<file path="src/rtl/ltt_pkg.sv">
`default_nettype none

package ltt_pkg;

  localparam int LENGTH_BITS_DEF = 16;
  localparam int QUEUE_DEPTH_DEF = 4;

  localparam logic [1:0] KIND_TEXT      = 2'd0;
  localparam logic [1:0] KIND_END_TOKEN = 2'd1;
  localparam logic [1:0] KIND_BRACKET   = 2'd2;
  localparam logic [1:0] KIND_END_INPUT = 2'd3;

  localparam logic [7:0] CHAR_SPACE  = 8'h20;
  localparam logic [7:0] CHAR_LBRACE = 8'h7B;
  localparam logic [7:0] CHAR_RBRACE = 8'h7D;
  localparam logic [7:0] CHAR_LBRACK = 8'h5B;
  localparam logic [7:0] CHAR_RBRACK = 8'h5D;
  localparam logic [7:0] CHAR_SEMI   = 8'h3B;
  localparam logic [7:0] CHAR_COMMA  = 8'h2C;
  localparam logic [7:0] CHAR_COLON  = 8'h3A;
  localparam logic [7:0] CHAR_EQUAL  = 8'h3D;
  localparam logic [7:0] CHAR_DQUOTE = 8'h22;
  localparam logic [7:0] CHAR_SQUOTE = 8'h27;

  typedef struct packed {
    logic [7:0] in_byte;
    logic       last;
  } in_item_t;

  typedef struct packed {
    logic [1:0]  kind;
    logic [7:0]  value;
    logic        first;
    logic        quoted;
    logic [15:0] token_length;
  } out_item_t;

  // Work for the back end: up to four results, emitted in the order
  // text, end of token, bracket, end of input.
  typedef struct packed {
    logic        has_text;
    logic        text_first;
    logic        text_quoted;
    logic        has_close;
    logic        close_quoted;
    logic [15:0] close_len;
    logic        has_bracket;
    logic        has_end;
    logic [7:0]  char_byte;
  } op_t;

endpackage

`default_nettype wire

</file>
<file path="src/rtl/ltt_front.sv">
`default_nettype none

module ltt_front #(
  parameter int LENGTH_BITS = ltt_pkg::LENGTH_BITS_DEF
) (
  input  wire logic             clk,
  input  wire logic             rst_n,
  input  wire logic             in_accept,
  input  wire ltt_pkg::in_item_t in_item,
  output logic                  q_push,
  output ltt_pkg::op_t          q_op
);

  localparam logic [1:0] MODE_IDLE   = 2'd0;
  localparam logic [1:0] MODE_BARE   = 2'd1;
  localparam logic [1:0] MODE_QUOTED = 2'd2;

  localparam logic [LENGTH_BITS-1:0] CNT_MAX = {LENGTH_BITS{1'b1}};
  localparam logic [LENGTH_BITS-1:0] CNT_ONE = LENGTH_BITS'(1);

  logic [1:0]             mode_r, mode_nxt, mode_mid;
  logic                   single_r, single_nxt, single_mid;
  logic [LENGTH_BITS-1:0] cnt_r, cnt_nxt, cnt_mid, cnt_inc;
  logic [7:0]             c;
  logic                   is_ws, is_sep, is_quote, is_bracket, is_match;
  ltt_pkg::op_t           op;

  function automatic logic [15:0] len_out(input logic [LENGTH_BITS-1:0] v);
    logic [32:0] w;
    w = 33'(v);
    if (w > 33'h0FFFF) begin
      return 16'hFFFF;
    end
    return w[15:0];
  endfunction

  assign c          = in_item.in_byte;
  assign is_ws      = (c <= ltt_pkg::CHAR_SPACE);
  assign is_sep     = (c == ltt_pkg::CHAR_COMMA) || (c == ltt_pkg::CHAR_COLON) ||
                      (c == ltt_pkg::CHAR_SEMI) || (c == ltt_pkg::CHAR_EQUAL);
  assign is_quote   = (c == ltt_pkg::CHAR_DQUOTE) || (c == ltt_pkg::CHAR_SQUOTE);
  assign is_bracket = (c == ltt_pkg::CHAR_LBRACE) || (c == ltt_pkg::CHAR_RBRACE) ||
                      (c == ltt_pkg::CHAR_LBRACK) || (c == ltt_pkg::CHAR_RBRACK);
  assign is_match   = single_r ? (c == ltt_pkg::CHAR_SQUOTE) : (c == ltt_pkg::CHAR_DQUOTE);
  assign cnt_inc    = (cnt_r == CNT_MAX) ? cnt_r : cnt_r + CNT_ONE;

  always_comb begin
    op         = '0;
    mode_mid   = mode_r;
    single_mid = single_r;
    cnt_mid    = cnt_r;
    mode_nxt   = mode_r;
    single_nxt = single_r;
    cnt_nxt    = cnt_r;
    if (c == 8'd0) begin
      op.has_close    = (mode_r == MODE_BARE) || (mode_r == MODE_QUOTED);
      op.close_quoted = (mode_r == MODE_QUOTED);
      op.close_len    = len_out(cnt_r);
      op.has_end      = 1'b1;
      mode_nxt        = MODE_IDLE;
      single_nxt      = 1'b0;
      cnt_nxt         = '0;
    end else begin
      unique case (mode_r)
        MODE_QUOTED: begin
          if (is_match) begin
            op.has_close    = 1'b1;
            op.close_quoted = 1'b1;
            op.close_len    = len_out(cnt_r);
            mode_mid        = MODE_IDLE;
            single_mid      = 1'b0;
            cnt_mid         = '0;
          end else begin
            op.has_text    = 1'b1;
            op.text_first  = (cnt_r == '0);
            op.text_quoted = 1'b1;
            op.char_byte   = c;
            cnt_mid        = cnt_inc;
          end
        end
        MODE_BARE: begin
          if (is_ws || is_sep || is_quote || is_bracket) begin
            op.has_close   = 1'b1;
            op.close_len   = len_out(cnt_r);
            op.has_bracket = is_bracket;
            op.char_byte   = c;
            mode_mid       = MODE_IDLE;
            single_mid     = 1'b0;
            cnt_mid        = '0;
          end else begin
            op.has_text  = 1'b1;
            op.char_byte = c;
            cnt_mid      = cnt_inc;
          end
        end
        default: begin
          mode_mid = MODE_IDLE;
          priority if (is_ws || is_sep) begin
            mode_mid = MODE_IDLE;
          end else if (is_bracket) begin
            op.has_bracket = 1'b1;
            op.char_byte   = c;
          end else if (is_quote) begin
            mode_mid   = MODE_QUOTED;
            single_mid = (c == ltt_pkg::CHAR_SQUOTE);
            cnt_mid    = '0;
          end else begin
            mode_mid      = MODE_BARE;
            single_mid    = 1'b0;
            cnt_mid       = CNT_ONE;
            op.has_text   = 1'b1;
            op.text_first = 1'b1;
            op.char_byte  = c;
          end
        end
      endcase
      mode_nxt   = mode_mid;
      single_nxt = single_mid;
      cnt_nxt    = cnt_mid;
      if (in_item.last) begin
        if ((mode_mid == MODE_BARE) || (mode_mid == MODE_QUOTED)) begin
          op.has_close    = 1'b1;
          op.close_quoted = (mode_mid == MODE_QUOTED);
          op.close_len    = len_out(cnt_mid);
        end
        op.has_end      = 1'b1;
        mode_nxt        = MODE_IDLE;
        single_nxt      = 1'b0;
        cnt_nxt         = '0;
      end
    end
  end

  always_ff @(posedge clk) begin
    if (!rst_n) begin
      mode_r   <= MODE_IDLE;
      single_r <= 1'b0;
      cnt_r    <= '0;
    end else if (in_accept) begin
      mode_r   <= mode_nxt;
      single_r <= single_nxt;
      cnt_r    <= cnt_nxt;
    end
  end

  assign q_op   = op;
  assign q_push = in_accept && (op.has_text || op.has_close || op.has_bracket || op.has_end);

endmodule

`default_nettype wire

</file>
<file path="src/rtl/ltt_queue.sv">
`default_nettype none

module ltt_queue #(
  parameter int DEPTH = ltt_pkg::QUEUE_DEPTH_DEF
) (
  input  wire logic         clk,
  input  wire logic         rst_n,
  input  wire logic         wr_en,
  input  wire ltt_pkg::op_t wr_op,
  output logic              q_full,
  input  wire logic         rd_en,
  output logic              rd_valid,
  output ltt_pkg::op_t      rd_op
);

  localparam int PTR_BITS = $clog2(DEPTH);
  localparam int CNT_BITS = $clog2(DEPTH + 1);
  localparam logic [PTR_BITS-1:0] PTR_LAST = PTR_BITS'(DEPTH - 1);
  localparam logic [PTR_BITS-1:0] PTR_ONE  = PTR_BITS'(1);
  localparam logic [CNT_BITS-1:0] CNT_FULL = CNT_BITS'(DEPTH);
  localparam logic [CNT_BITS-1:0] CNT_ONE  = CNT_BITS'(1);

  ltt_pkg::op_t          entries_r [DEPTH];
  logic [PTR_BITS-1:0]   wr_ptr_r, rd_ptr_r;
  logic [CNT_BITS-1:0]   count_r;

  assign q_full   = (count_r == CNT_FULL);
  assign rd_valid = (count_r != '0);
  assign rd_op    = entries_r[rd_ptr_r];

  always_ff @(posedge clk) begin
    if (wr_en) begin
      entries_r[wr_ptr_r] <= wr_op;
    end
  end

  always_ff @(posedge clk) begin
    if (!rst_n) begin
      wr_ptr_r <= '0;
      rd_ptr_r <= '0;
      count_r  <= '0;
    end else begin
      if (wr_en) begin
        wr_ptr_r <= (wr_ptr_r == PTR_LAST) ? '0 : wr_ptr_r + PTR_ONE;
      end
      if (rd_en) begin
        rd_ptr_r <= (rd_ptr_r == PTR_LAST) ? '0 : rd_ptr_r + PTR_ONE;
      end
      if (wr_en && !rd_en) begin
        count_r <= count_r + CNT_ONE;
      end else if (rd_en && !wr_en) begin
        count_r <= count_r - CNT_ONE;
      end
    end
  end

endmodule

`default_nettype wire

</file>
<file path="src/rtl/ltt_back.sv">
`default_nettype none

module ltt_back (
  input  wire logic         clk,
  input  wire logic         rst_n,
  input  wire logic         head_valid,
  input  wire ltt_pkg::op_t head_op,
  output logic              head_pop,
  input  wire logic         out_pop,
  output logic              out_empty,
  output ltt_pkg::out_item_t out_item
);

  logic [3:0]         sent_r, sent_nxt, pending, sel, remaining;
  logic               out_valid_r, advance, emit;
  ltt_pkg::out_item_t out_item_r, item_nxt;

  assign pending = {head_op.has_end, head_op.has_bracket,
                    head_op.has_close, head_op.has_text} & ~sent_r;
  assign advance = !out_valid_r || out_pop;
  assign emit    = head_valid && advance;

  always_comb begin
    sel      = 4'b0000;
    item_nxt = '0;
    priority if (pending[0]) begin
      sel             = 4'b0001;
      item_nxt.kind   = ltt_pkg::KIND_TEXT;
      item_nxt.value  = head_op.char_byte;
      item_nxt.first  = head_op.text_first;
      item_nxt.quoted = head_op.text_quoted;
    end else if (pending[1]) begin
      sel                   = 4'b0010;
      item_nxt.kind         = ltt_pkg::KIND_END_TOKEN;
      item_nxt.quoted       = head_op.close_quoted;
      item_nxt.token_length = head_op.close_len;
    end else if (pending[2]) begin
      sel            = 4'b0100;
      item_nxt.kind  = ltt_pkg::KIND_BRACKET;
      item_nxt.value = head_op.char_byte;
    end else begin
      sel           = 4'b1000;
      item_nxt.kind = ltt_pkg::KIND_END_INPUT;
    end
  end

  assign remaining = pending & ~sel;
  assign head_pop  = emit && (remaining == 4'b0000);
  assign sent_nxt  = head_pop ? 4'b0000 : (sent_r | sel);

  always_ff @(posedge clk) begin
    if (!rst_n) begin
      sent_r      <= 4'b0000;
      out_valid_r <= 1'b0;
    end else begin
      if (emit) begin
        sent_r <= sent_nxt;
      end
      if (advance) begin
        out_valid_r <= head_valid;
      end
    end
  end

  always_ff @(posedge clk) begin
    if (emit) begin
      out_item_r <= item_nxt;
    end
  end

  assign out_empty = !out_valid_r;
  assign out_item  = out_item_r;

endmodule

`default_nettype wire

</file>
<file path="src/rtl/lua_table_tokenizer_unit.sv">
// The result beats of a byte pass through the queue and then the output register before they are offered.
// One byte per cycle goes in while the queue is not full; the result side moves one beat per
// cycle while the receiver keeps popping, so a byte with k results takes k beats and a skipped byte takes none.
// The queue between the classifier and the result sequencer absorbs bursts of multi-beat bytes.
// Reset clears the scan mode, the length count, the queue and the output valid flag.
`default_nettype none

module lua_table_tokenizer_unit #(
  parameter int LENGTH_BITS = ltt_pkg::LENGTH_BITS_DEF,
  parameter int QUEUE_DEPTH = ltt_pkg::QUEUE_DEPTH_DEF
) (
  input  wire logic               clk,
  input  wire logic               rst_n,
  input  wire logic               push,
  output logic                    full,
  input  wire ltt_pkg::in_item_t  in_item,
  output logic                    empty,
  input  wire logic               pop,
  output ltt_pkg::out_item_t      out_item
);

  logic         in_accept, q_push, q_full, q_pop, q_valid;
  ltt_pkg::op_t q_op, head_op;

  assign full      = q_full;
  assign in_accept = push && !q_full;

  ltt_front #(
    .LENGTH_BITS(LENGTH_BITS)
  ) u_front (
    .clk       (clk),
    .rst_n     (rst_n),
    .in_accept (in_accept),
    .in_item   (in_item),
    .q_push    (q_push),
    .q_op      (q_op)
  );

  ltt_queue #(
    .DEPTH(QUEUE_DEPTH)
  ) u_queue (
    .clk      (clk),
    .rst_n    (rst_n),
    .wr_en    (q_push),
    .wr_op    (q_op),
    .q_full   (q_full),
    .rd_en    (q_pop),
    .rd_valid (q_valid),
    .rd_op    (head_op)
  );

  ltt_back u_back (
    .clk        (clk),
    .rst_n      (rst_n),
    .head_valid (q_valid),
    .head_op    (head_op),
    .head_pop   (q_pop),
    .out_pop    (pop),
    .out_empty  (empty),
    .out_item   (out_item)
  );

  a_reset_empty: assert property (@(posedge clk) !rst_n |=> empty)
    else $error("result queue not empty after reset");

  a_pop_has_head: assert property (@(posedge clk) disable iff (!rst_n) q_pop |-> q_valid)
    else $error("back end released an entry that was not there");

  a_first_text_only: assert property (@(posedge clk) disable iff (!rst_n)
    (!empty && out_item.first) |-> (out_item.kind == ltt_pkg::KIND_TEXT))
    else $error("first flag on a beat that is not token text");

  a_plain_kinds: assert property (@(posedge clk) disable iff (!rst_n)
    (!empty && (out_item.kind == ltt_pkg::KIND_BRACKET ||
                out_item.kind == ltt_pkg::KIND_END_INPUT)) |->
    (!out_item.quoted && out_item.token_length == 16'd0))
    else $error("bracket or end of input beat carries token fields");

endmodule

`default_nettype wire

</file>
<file path="config.mk">
export PLATFORM = sky130hd
export DESIGN_NAME = lua_table_tokenizer_unit
export DESIGN_NICKNAME = d
export VERILOG_FILES = /design/src/rtl/ltt_pkg.sv /design/src/rtl/ltt_front.sv /design/src/rtl/ltt_queue.sv /design/src/rtl/ltt_back.sv /design/src/rtl/lua_table_tokenizer_unit.sv
export SDC_FILE = /design/constraint.sdc
export NUM_CORES = 1
export LEC_CHECK = 0
export BUFFER_PORTS_ARGS = -buffer_cell sky130_fd_sc_hd__buf_2
export CAP_MARGIN = 20
export CORE_AREA = 2 2 134 136
export DETAILED_ROUTE_END_ITERATION = 6
export DIE_AREA = 0 0 136 138
export PLACE_DENSITY = 0.75
export RECOVER_POWER = 25
export SLEW_MARGIN = 20
export SYNTH_ARGS = -nofsm -noshare
export SYNTH_HDL_FRONTEND = slang
export SYNTH_SLANG_ARGS = --single-unit
</file>
<file path="constraint.sdc">
create_clock -name clk -period 4.1 [get_ports clk]
set_clock_uncertainty 0.2 [all_clocks]
set_input_delay 0.41 -clock clk [delete_from_list [all_inputs] [get_ports clk]]
set_output_delay 0.41 -clock clk [all_outputs]
set_load 0.01 [all_outputs]
</file>
==> results of run 1 <==
logic make-up after synthesis:
group	share of synthesized area, %
compound gates	11.1
xor+xnor	0.817
fa+ha+maj	1.84
buf+inv	3.18
flops	60.9
mux	9.00
simple gates	13.1
power by group through the flow:
stage	Clock, mW	Combinational [mW]	Sequential (mW)
CTS	1.78	1.32	2.55
floorplan	0	0.819	2.62
global placement	0	1.27	2.57
detailed placement	0	1.31	2.59
finish	1.77	1.24	2.56
global route	1.87	1.36	2.59
worst max-delay path by stage:
| stage | endpoint | from |
|---|---|---|
| after floorplan | u_queue.count_r[2] | u_queue.count_r[0] |
| after global placement | u_queue.entries_r[0][24] | in_item[3] |
| after detailed placement | u_queue.entries_r[3][15] | in_item[3] |
| after CTS | u_queue.entries_r[2][15] | u_front.mode_r[0] |
| after global routing | u_queue.entries_r[2][24] | u_front.mode_r[0] |
| final | u_queue.entries_r[3][15] | u_front.mode_r[0] |
flip-flops by register name, summed over array words and instances (netlist names), named ones only:
| register | flops |
|---|---|
| u_queue.rd_ptr_r | 2 |
| u_back.out_valid_r | 1 |
| u_queue.entries_r | 124 |
| u_front.single_r | 1 |
| u_back.sent_r | 4 |
| u_front.mode_r | 2 |
| u_back.out_item | 28 |
| u_queue.wr_ptr_r | 2 |
| u_queue.count_r | 3 |
| u_front.cnt_r | 16 |
cell type report:
type                            count  area [um2]  share of cell area [%]
Clock buffer                       18         429                    4.46
Clock inverter                     14         211                    2.20
Inverter                           21        78.8                   0.820
Multi-Input combinational cell    398        3080                    32.0
Sequential cell                   185        5230                    54.3
Tap cell                          229         287                    2.98
Timing Repair Buffer               61         307                    3.19
cell usage in the layout, fill, tap and decap left out, drive strengths merged, types with 4 or more instances in the layout:
| master | Yosys | routed |
|---|---|---|
| or3 | 7 | 7 |
| and3 | 7 | 7 |
| o211ai | 6 | 6 |
| o21ai | 26 | 26 |
| nand4 | 8 | 8 |
| nand3 | 15 | 15 |
| clkbuf | 18 | 55 |
| o22ai | 6 | 6 |
| a21oi | 33 | 33 |
| buf | 20 | 24 |
| nor3 | 16 | 16 |
| edfxtp | 152 | 152 |
| nand2b | 10 | 10 |
| nor4 | 8 | 8 |
| inv | 21 | 24 |
| bufinv | 0 | 4 |
| mux4 | 31 | 31 |
| dfxtp | 33 | 33 |
| ha | 11 | 11 |
| a221oi | 4 | 4 |
| and2 | 16 | 16 |
| clkinv | 0 | 6 |
| a31oi | 11 | 11 |
| or4 | 4 | 4 |
| a211oi | 5 | 5 |
| nand2 | 38 | 38 |
| mux2i | 4 | 4 |
| o2111ai | 4 | 4 |
| nor2 | 36 | 36 |
| a32oi | 4 | 4 |
| nor2b | 27 | 27 |
| a22oi | 8 | 8 |
| xor2 | 6 | 6 |
worst max-delay path, cell delays in order, from the launching register on:
cell,delay (ns)
dfxtp_1,0.42
inv_1,0.07
ha_1,0.31
inv_1,0.07
nand2_1,0.12
a2111o_4,0.51
nand2_4,0.08
a21oi_1,0.07
ha_1,0.33
nor2_1,0.23
nor2_1,0.08
a211o_1,0.44
a21oi_1,0.39
o21ai_0,0.24
synthesized netlist by cell type (11+ instances only):
cell type and number:
edfxtp_1 152, a21oi_1 32, clkbuf_1 18, o21ai_0 16, buf_2 11, dfxtp_1 33
nand2_1 37, nor3_1 16, nor2_1 35, ha_1 11, nand3_1 14, inv_1 20
and2_1 16, mux4_2 31, nor2b_1 27
layer usage:
layer / vias to the layer above / wire length [um]
met2: 276 / 9710
met1: 2885 / 8360
met5: - / 0
met4: 0 / 442
met3: 60 / 1220
li1: 2587 / -
per-stage QoR:
step | cells | total power, mW
CTS | 926 | 5.65
floorplan | 642 | 3.44
global placement | 894 | 3.83
finish | 926 | 5.57
detailed placement | 894 | 3.89
global route | 926 | 5.82
==> metrics.txt, run 1 <==
Root Driver=clkbuf_16; crit-path max FO=10; Post-Syn Area per Cell=between 10 and 15 um2; DIE WIDTH=136 um; Post-CTS Setup Repair Bufs=0; WHS Path Cells=4; Reg-to-Reg Start=u_front.mode_r[0]; #FFs+latches synth=approximately 190; VDD IR-drop max=roughly 280 uV; Yosys top cell by area=edfxtp_1; Worst R2R End=u_queue.entries_r[3][15]; Layout area overhead=12.1%; register area share after synthesis=60.9%; failing checks=capacitance limit, slew limit; Fmax=258 MHz; Internal Dissipation=3.95 mW; Post-CTS Hold Fix Bufs=0; TNS Setup=0 ns; fraction of layout cells with a size suffix above 1=between 10% and 20%; Initial Util=48.9%; CP startpoint kind=register; via count=5,808; fin crit share=94.4%; # resized after CTS=0; CTS sink count=185; cells after synthesis=approximately 640; Total GRT Usage=between 20% and 30%; Post-DRT Antenna Nets=0; Logic pwr share=between 20% and 30%; initial antenna violation count=0; Final Util=between 50% and 60%; Num CTS Buffers=17; grt met3 use=under 10%; final wirelength=between 15 and 20 mm; # rows=just under 50; vias per inst=roughly 6.3; Most used DFF post-synth=edfxtp_1; CP endpoint kind=register; Initial DRC Count=between 600 and 700; pre-CTS WS=0.129 ns; met1 Usage GRT=between 30% and 40%; sequential power share=45.9%; DP HPWL=13.1 mm; area share of the largest cell type after synthesis=between 50 and 60%; status=finished with violations; Clock power frac=a little under a third; max-cap violations=1; final hold violations=0; Final min period=3.87 ns; number of synthesized flops with an enable pin=approximately 150; setup ws final=approximately 0.23 ns; placed cell area=slightly above 0.009 mm2; Die H=around 140 um; clk buf depth=2; Core ar.=between 0.015 and 0.02 mm2; nets=between 700 and 800; drt first pass iters=6; GR Util met2=approximately a third; vias in the first global route=about 5,700; Critical Path RT=about 4 ns; Leak=approximately 3.2 nW; Final Slew Violations=31; largest cells by area after synthesis=edfxtp_1 (53%), mux4_2 (8.1%), dfxtp_1 (7.7%); unrepaired setup endpoints after global routing=no; drt drc=0; filler cell count in the final layout=about 1,400; actual slew at the worst max-slew pin=1.94 ns; WHS=slightly above 0.04 ns; kind of critical path=register to register; Hold Crit Start=pop; GP Congestion=between 1 and 1.5; n_diodes=0; critical path arrival=about 3.8 ns; Avg WL per Cell=21.3 um; pwr/cell area=roughly 580 mW/mm2; Post-Syn Area=approximately 0.0086 mm2; Die Area=0.0188 mm2; Top Usage Layer GRT=met2; largest net degree at the start of global routing=32; r2r setup slk=roughly 0.23 ns; TritonCTS clock tree=done; setup violators final=0; I/O pin count=43; htree depth=4; first-pass GRT wire length=between 30 and 40 mm; synthesized net count=about 670; GRT overflow=0; Yosys cell types=77; Ys Warns=0; switching power share of the total=between 20 and 30%; post-route cell area=slightly below 0.01 mm2; worst skew pair latency=roughly 0.44 ns; clock transition at the registers of the reported paths=approximately 0.07 ns; Psw=~1.6 mW; IO buf count=between 40 and 50; Hold Path Sink=u_back.out_valid_r; Worst Hold Class=primary input to register; Max-slew headroom=-29.1%; fraction of registers with async set/reset=0%; Worst Reg-to-Reg Cells=13
No activity file was read; power rests on OpenSTA's default activity.
==> run 2: changes to the inputs <==
Settings changed: ABC_AREA set to 1.
==> run 2 against run 1 <==
Net effect:
- the run still ends with capacitance limit, slew limit left
- synthesized cell count up 34%
- routed wire length down 3.0%
- flip-flop and latch count unchanged
- critical endpoint is now u_queue.count_r[2]
- largest cell class unchanged
- largest power group unchanged
- highest routed layer unchanged
==> metrics.txt, run 2 <==
status=finished with violations; failing checks=capacitance limit, slew limit; Fmax=267 MHz (+3.4%); Post-Syn Area per Cell=9.91 um2 (-26%); TritonCTS clock tree=done; Post-Syn Area=0.00852 mm2 (-0.70%); Final Slew Violations=42 (+35%); pwr/cell area=579 mW/mm2 (about the same); area of the multi-input gates=0.00287 mm2 (-6.7%); Non-Filler Instances=1,147 (+24%); IO buf count=42 (unchanged); fin crit share=91.3% (-3.1 points); Num CTS Buffers=17 (unchanged); nets=930 (+31%); Final min period=3.74 ns (-0.128 ns); number of synthesized flops with an enable pin=152 (unchanged); CP endpoint kind=register; Post-synth top cells=nor2_1 (164), edfxtp_1 (152), nand2_1 (104), o21ai_0 (92), inv_1 (70); Initial DRC Count=653 (+6.4%); synthesized net count=884 (+33%); Yosys top cell by area=edfxtp_1; Post-DRT Antenna Nets=0 (unchanged); Worst R2R End=u_queue.count_r[2]; Die H=138 um (unchanged); final hold violations=0 (unchanged); Layout area overhead=12.9%; crit-path max FO=9 (-1); Worst Reg-to-Reg Cells=17 (+4); kind of critical path=primary input to register; # resized after CTS=0 (unchanged); largest cells by area after synthesis=edfxtp_1 (54%), dfxtp_1 (7.8%), nor2_1 (7.2%); Hold Path Sink=u_front.single_r; max FFs per register=124 (unchanged); Yosys cell types=47 (-39%); first-pass GRT wire length=30.2 mm (-2.8%); Post-CTS Setup Repair Bufs=0 (unchanged); DP HPWL=11.7 mm (-11%); max-cap violations=2 (+1); htree depth=4 (unchanged); CP startpoint kind=primary input; Initial Util=48.6% (-0.34 points); Core ar.=0.0175 mm2 (unchanged); Post-CTS Hold Fix Bufs=0 (unchanged); n_diodes=0 (unchanged); Most used DFF post-synth=edfxtp_1; largest net degree at the start of global routing=59 (+84%); WHS Path Cells=3 (-1); fraction of registers with async set/reset=0% (unchanged); Ys Warns=0 (unchanged); actual slew at the worst max-slew pin=2.10 ns (+0.160 ns); Critical Path RT=4.25 ns (+0.22 ns); # rows=49 (unchanged); Worst setup startpoint=in_item[2]; Worst Hold Class=primary input to register; VDD IR-drop max=259 uV (-7.9%); Hold Crit Start=rst_n; register area share after synthesis=61.4% (+0.43 points); setup violators final=0 (unchanged); placed cells=1,115 (+25%); Avg WL per Cell=16.7 um (-22%); worst skew pair latency=0.42 ns (-0.02 ns); via count=6,380 (+9.8%); unrepaired setup endpoints after global routing=no; #FFs+latches synth=185 (unchanged); fraction of layout cells with a size suffix above 1=12.3% (-3.0 points); CTS sink count=185 (unchanged); Total GRT Usage=21.1% (-0.80 points); Final Power=5.56 mW (about the same); vias in the first global route=5,834 (+3.1%); initial antenna violation count=0 (unchanged); sequential cell area=0.00523 mm2 (unchanged); r2r setup slk=0.46 ns (+0.23 ns); GRT overflow=0 (unchanged); critical path arrival=3.89 ns (+0.09 ns); I/O pin count=43 (unchanged); Top reg by flops=u_queue.entries_r; Leak=3.51 nW (+10%); final wirelength=19.2 mm (-3.0%); count leader, synth=nor2_1; filler cell count in the final layout=1,452 (+1.3%); setup ws final=0.358 ns (+0.128 ns); clock transition at the registers of the reported paths=0.07 ns (about the same); Die Area=0.0188 mm2 (unchanged); cells after synthesis=859 (+34%); GP Congestion=0.943 (-11%); commonest non-fill, non-tap cell in the layout=nor2_1; WHS=0.151 ns (+0.111 ns); Root Driver=clkbuf_16; most frequent cells in the layout=nor2_1 (162), edfxtp_1 (152), nand2_1 (105), o21ai_0 (91), inv_1 (70); DIE WIDTH=136 um (unchanged); clk buf depth=2 (unchanged); Max-slew headroom=-39.7% (-11 points); TNS Setup=0 ns (unchanged); area share of the largest cell type after synthesis=53.6% (+0.38 points); pre-CTS WS=0.161 ns (+0.0320 ns); drt drc=0 (unchanged); vias per inst=5.56 (-11%); drt first pass iters=6 (unchanged)
## run 2: changes by cell type after synthesis, sizes merged, moves of 27 or more
cell   delta
nor2    +141
inv      +57
nor2b    -27
a21oi    +29
o21ai    +74
mux4     -31
nand2    +83
## run 2: area by class of cell
cell class | count | share of cell area [%]
clock buffers | 18 | 4.47
clock inverters | 14 | 1.82
inverters | 81 | 3.18
multi-input cells | 564 | 29.9
flip-flops and latches | 185 | 54.4
well taps | 229 | 2.98
repair buffers | 56 | 3.29
## run 2: metrics by stage
stage	utilization, %	instance area [um2]
floorplan	-	8520
global placement	51.7	9070
detailed placement	51.7	9070
CTS	55.2	9680
global route	54.8	9610
finish	54.8	9610
## run 2: layer usage
metal  vias up  track usage, %  routed length [um]
li1       3042               -                   -
met1      3029            27.4                8070
met2       272            34.1                9220
met3        37            4.03                1320
met4         0            9.59                 550
met5         -               0                   0
## run 2: worst max path at each step
stage	cells past startpoint	end	slack, ns
final	18	u_queue.count_r[2]	0.36
after detailed placement	27	u_queue.count_r[2]	0.16
after floorplan	20	u_queue.entries_r[0][0]	-0.31
after global routing	18	u_queue.count_r[2]	0.13
after global placement	27	u_queue.count_r[2]	0.25
after CTS	21	u_queue.count_r[2]	0.49
## run 2: worst max-delay path, cell delays in order
cell	delay, ns
buf_2	0.14
nor2_2	0.15
nand3_2	0.11
nor3_1	1.32
inv_2	0.14
nand3_2	0.16
nand2_1	0.07
nand2_2	0.15
nor2_4	0.05
nor2_4	0.11
ha_1	0.16
inv_1	0.07
fa_1	0.43
nor2_1	0.11
nor2_1	0.04
nand2_1	0.06
o21ai_0	0.07
a21oi_1	0.13
## run 2: cell families after synthesis
kind of cell	Yosys count	share of synthesized area (%)
buffers and inverters	110	5.00
and+or+nand+nor	362	19.4
adders and majority gates	12	1.85
DFF	185	61.4
AOI/OAI and AO/OA	186	12.0
xor gates and xnor gates	4	0.411
## run 2: where the power goes
group	internal [mW]	switching [mW]	total [mW]
Sequential	2.46	0.0950	2.55
Combinational	0.373	1.00	1.37
Clock	0.877	0.758	1.64
Total	3.71	1.85	5.56
